## config.mk

```make
export PLATFORM = sky130hd
export DESIGN_NAME = ibt_cell
export DESIGN_NICKNAME = d
export VERILOG_FILES = /design/src/design/ibt_pkg.sv /design/src/design/ibt_cell.sv
export SDC_FILE = /design/constraint.sdc
export NUM_CORES = 1
export LEC_CHECK = 0
export BUFFER_PORTS_ARGS = -buffer_cell sky130_fd_sc_hd__buf_2
export CAP_MARGIN = 20
export CORE_ASPECT_RATIO = 0.5
export CORE_UTILIZATION = 48
export DETAILED_ROUTE_END_ITERATION = 12
export PLACE_DENSITY = 0.92
export SYNTH_ARGS = -nofsm -noshare
export SYNTH_HDL_FRONTEND = slang
export SYNTH_SLANG_ARGS = --single-unit
```

## constraint.sdc

```tcl
create_clock -name clk -period 4.2 [get_ports clk]
set_input_delay 0.63 -clock clk [delete_from_list [all_inputs] [get_ports clk]]
set_output_delay 0.63 -clock clk [all_outputs]
set_load 0.02 [all_outputs]
```

## src/design/ibt_pkg.sv

```systemverilog
package ibt_pkg;

	// fixed widths of the port fields
	localparam int FIELD_W  = 32;
	localparam int STATUS_W = 2;

	// default sizing of the table
	localparam int CAPACITY_DEF   = 64;
	localparam int TIME_WIDTH_DEF = 32;

	// result codes
	typedef enum logic [STATUS_W-1:0] {
		ST_BOOKED  = 2'd0,
		ST_OVERLAP = 2'd1,
		ST_FULL    = 2'd2,
		ST_INVALID = 2'd3
	} status_t;

	// request sequencer
	typedef enum logic [1:0] {
		S_IDLE,
		S_CMP,
		S_DEC
	} state_t;

	// control handed from the sequencer to every cell
	typedef struct packed {
		logic shift;
	} cell_ctl_t;

endpackage

```

## src/design/ibt_cell.sv

```systemverilog
module ibt_cell #(
	parameter int TIME_WIDTH = ibt_pkg::TIME_WIDTH_DEF
) (
	input  logic                  clk,
	input  logic                  arst_n,
	input  ibt_pkg::cell_ctl_t    ctl,
	input  logic [TIME_WIDTH-1:0] prev_beg,
	input  logic [TIME_WIDTH-1:0] prev_fin,
	input  logic                  prev_vld,
	input  logic [TIME_WIDTH-1:0] req_lo,
	input  logic [TIME_WIDTH-1:0] req_hi,
	output logic [TIME_WIDTH-1:0] entry_beg,
	output logic [TIME_WIDTH-1:0] entry_fin,
	output logic                  entry_vld,
	output logic                  hit
);
	import ibt_pkg::*;

	logic [TIME_WIDTH-1:0] beg_q;
	logic [TIME_WIDTH-1:0] fin_q;
	logic                  vld_q;
	logic                  hit_q;

	// stored range, taken from the left neighbour on an insert
	always_ff @(posedge clk) begin
		if (ctl.shift) begin
			beg_q <= prev_beg;
			fin_q <= prev_fin;
		end
	end

	// occupancy flag travels with the range
	always_ff @(posedge clk or negedge arst_n) begin
		if (!arst_n) begin
			vld_q <= 1'b0;
		end else if (ctl.shift) begin
			vld_q <= prev_vld;
		end
	end

	// half-open overlap test against the pending request
	always_ff @(posedge clk or negedge arst_n) begin
		if (!arst_n) begin
			hit_q <= 1'b0;
		end else begin
			hit_q <= vld_q && (beg_q < req_hi) && (req_lo < fin_q);
		end
	end

	assign entry_beg = beg_q;
	assign entry_fin = fin_q;
	assign entry_vld = vld_q;
	assign hit       = hit_q;

endmodule

```

==> out/qor.txt <==
==================================================================================================
Number of warnings issued by yosys                                                               0
Power share of the combinational group                                                       0.178
Fillers                                                                                        500
Fraction of power spent switching nets                                                      0.2498
Global Route Usage Sum                                                                      0.2369
Top library cells by usage in the layout, fill and taps aside                         sky130_fd_sc_hd__buf_2, sky130_fd_sc_hd__edfxtp_1, sky130_fd_sc_hd__inv_1, sky130_fd_sc_hd__ha_1, sky130_fd_sc_hd__a21oi_1
Setup Crit Path Kind                                                                     in -> reg
Distinct cell type count after synthesis                                                        31
Total net switching power                                                                0.5048 mW
Number of nets in the final layout                                                             684
Number of placement rows                                                                        21
Launch point of the worst reg-to-reg path                                             entry_beg[9]
Max-cap violation count                                                                          0
Worst min path class                                                                   in -> async
DP Wirelength                                                                              7137 um
Worst Setup Slack post-DPL                                                                1.880 ns
CTS hold repair buffers                                                                          0
Portion of the post-synthesis area used by sequential elements                              0.5561
Cell count after synthesis                                                                     281
Data arrival time of the worst path                                                        2.25 ns
DRC violation total after the first TritonRoute iteration                                      128
Number of optimization iterations in the first detailed-route pass                               4
Standby leakage power                                                                     2.591 nW
GPL Wtd Cong                                                                                0.8165
Register-to-register setup slack                                                           2.19 ns
Number of clock sinks                                                                           66
RSZ-0062 raised after global routing                                                         false
Transition time at the pin with the least slew margin                                     1.006 ns
Number of global-route vias before repair                                                     3038
Maximum number of pins on one net before global-route repair                                    46
Commonest non-fill, non-tap cell in the layout                                        sky130_fd_sc_hd__buf_2
Setup WS post-layout                                                                      2.181 ns
Clock Skews                                                                            0.004760 ns
Relative slew slack                                                                         0.3291
Die Width                                                                                 123.6 um
Sequential cell area in the final layout                                                 1972 um^2
Setup-violating endpoint count in the final report                                               0
Period utilisation layout                                                                   0.4808
Final number of max-transition violations                                                        0
Routed length per placed instance                                                         15.09 um
Clock transition time at the flip-flop clock pins of the worst setup and hold paths        0.06 ns
Clock root buffer master                                                              sky130_fd_sc_hd__clkbuf_16
Vertical die dimension                                                                    62.78 um
Sort of element at the end of the critical path                                           register
Min Tclk post-route                                                                       2.019 ns
Initial antenna violation count                                                                  0
Pwr dens                                                                              404.3 nW/um^2
Post-CTS repair timing setup buffer count                                                        0
Aggregate negative setup slack                                                                0 ns
Final count of hold timing violations                                                            0
Count of vias placed by the detailed router                                                   2956
Number of nets in the synthesized netlist                                                      475
Global-route wire length before repair                                                    13630 um
Internal power of the cells                                                               1.516 mW
Synth Cell Area                                                                          3546 um^2
Area of the multi-input gates                                                            1341 um^2
Outcome                                                                                  completed
Ant. Diodes                                                                                      0
Total detailed-routing wirelength                                                          8858 um
Synth Register Bits                                                                             66
Clock Power Share                                                                            0.420
CTS tree                                                                                       yes
Launching element type of the critical path                                             input port
Die area                                                                                 7756 um^2
Core footprint                                                                           6910 um^2
Synthesis-to-finish area growth                                                             40.93%
Crit. Startpoint                                                                         req_hi[9]
Share of post-route cells with drive strength above 1                                       0.4444
Per-instance average area after synthesis                                               12.62 um^2
Worst-Skew Late Latency                                                                    0.32 ns
Number of CTS-inserted buffers                                                                   9
Crit path required time                                                                    4.43 ns
I/O pin cnt                                                                                    198
Worst voltage drop across the vdd grid                                                    325.0 uV
Final antenna-violating net count                                                                0
Seq pwr share                                                                                0.402
FMAX                                                                                     495.2 MHz
Post_cts resized                                                                                 0
Effective utilization at floorplan                                                          0.5131
Max Root-Sink Buffers                                                                            2
Level count of the clock H-tree                                                                  3
Aggregate global routing overflow                                                                0
Number of vias per cell                                                                      5.036
Remaining DRCs                                                                                   0
Maximum net fanout on the critical path                                                          2
I/O Buffers                                                                                    197
==================================================================================================
layer usage:
metal	routed length, um	GRT usage	vias to the layer above
met3	378	0.06661	21
met5	0	0	-
met4	199	0.09187	0
met1	3248	0.2354	1391
li1	-	-	1451
met2	5031	0.4602	93
final timing paths:
| check | end | depth (start not counted) |
|---|---|---|
| worst max-delay path | hit | 9 |
| worst min register to register | entry_vld | 1 |
| max in group asynchronous | entry_vld | 1 |
| min in group clk | entry_beg[8] | 1 |
| worst min-delay path | hit | 1 |
| worst max register to register | hit | 7 |
layout make-up:
type | instances | area share
inverter | 62 | 0.04657
clock inverter | 7 | 0.02354
multi-input combinational | 153 | 0.2684
tap | 92 | 0.02303
sequential | 66 | 0.3946
timing repair buffer | 198 | 0.1988
clock buffer | 9 | 0.04507
power by group through the flow:
stage | logic [mW] | registers (mW) | clock network [mW]
after detailed placement | 0.357 | 0.825 | 0
after global placement | 0.342 | 0.822 | 0
after global routing | 0.397 | 0.819 | 0.888
after floorplan | 0.131 | 0.888 | 0
final | 0.359 | 0.812 | 0.849
after CTS | 0.363 | 0.813 | 0.862
state kept, by name, summed over array words and instances, names as in the netlist:
name,count
entry_beg,32
entry_fin,32
entry_vld,1
hit,1
synth_stat cells, drive strengths merged:
master | count | area share
edfxtp | 64 | 0.54
ha | 62 | 0.22
inv | 62 | 0.066
a21oi | 19 | 0.029
nand4 | 12 | 0.021
o21ai | 9 | 0.013
a21o | 7 | 0.015
nand2 | 7 | 0.0074
a211oi | 6 | 0.014
nor2 | 6 | 0.0064
nand3 | 5 | 0.0071
nor3 | 4 | 0.0056
a2111oi | 2 | 0.0067
dfrtp | 2 | 0.014
nand2b | 2 | 0.0056
nor4 | 2 | 0.0053
or4 | 2 | 0.0042
a211o | 1 | 0.0025
a221o | 1 | 0.0028
a31oi | 1 | 0.0018
a41oi | 1 | 0.0025
and4 | 1 | 0.0025
mux2 | 1 | 0.0032
nor3b | 1 | 0.0021
o31ai | 1 | 0.0021
logic make-up after synthesis:
group | after synthesis | share of synthesized area
AOI/OAI and AO/OA | 48 | 0.08892
adders and majority gates | 62 | 0.2188
buffers and inverters | 62 | 0.06563
DFF | 66 | 0.5561
muxes | 1 | 0.003175
and+or+nand+nor | 42 | 0.06740
critical path: stages:
cell and delay, ns:
sky130_fd_sc_hd__buf_2 0.08, sky130_fd_sc_hd__inv_1 0.03, sky130_fd_sc_hd__ha_1 0.29, sky130_fd_sc_hd__a21o_1 0.16, sky130_fd_sc_hd__nand3_1 0.07, sky130_fd_sc_hd__a21oi_1 0.06
sky130_fd_sc_hd__a2111oi_0 0.56, sky130_fd_sc_hd__a21oi_1 0.21, sky130_fd_sc_hd__nor4_2 0.16
per-stage QoR:
step	hold slack, ns	power [mW]	instance area, um^2	utilization	instances
finish	0.07834	2.020	4997	0.7232	587
global route	0.06747	2.103	4997	0.7232	587
CTS	0.06966	2.038	4997	0.7232	587
detailed placement	0.4172	1.182	4654	0.6735	571
global placement	0.4172	1.164	4654	0.6735	571
floorplan	0.3344	1.020	3546	-	281
Note: power is estimated with default switching activity, not from simulation.
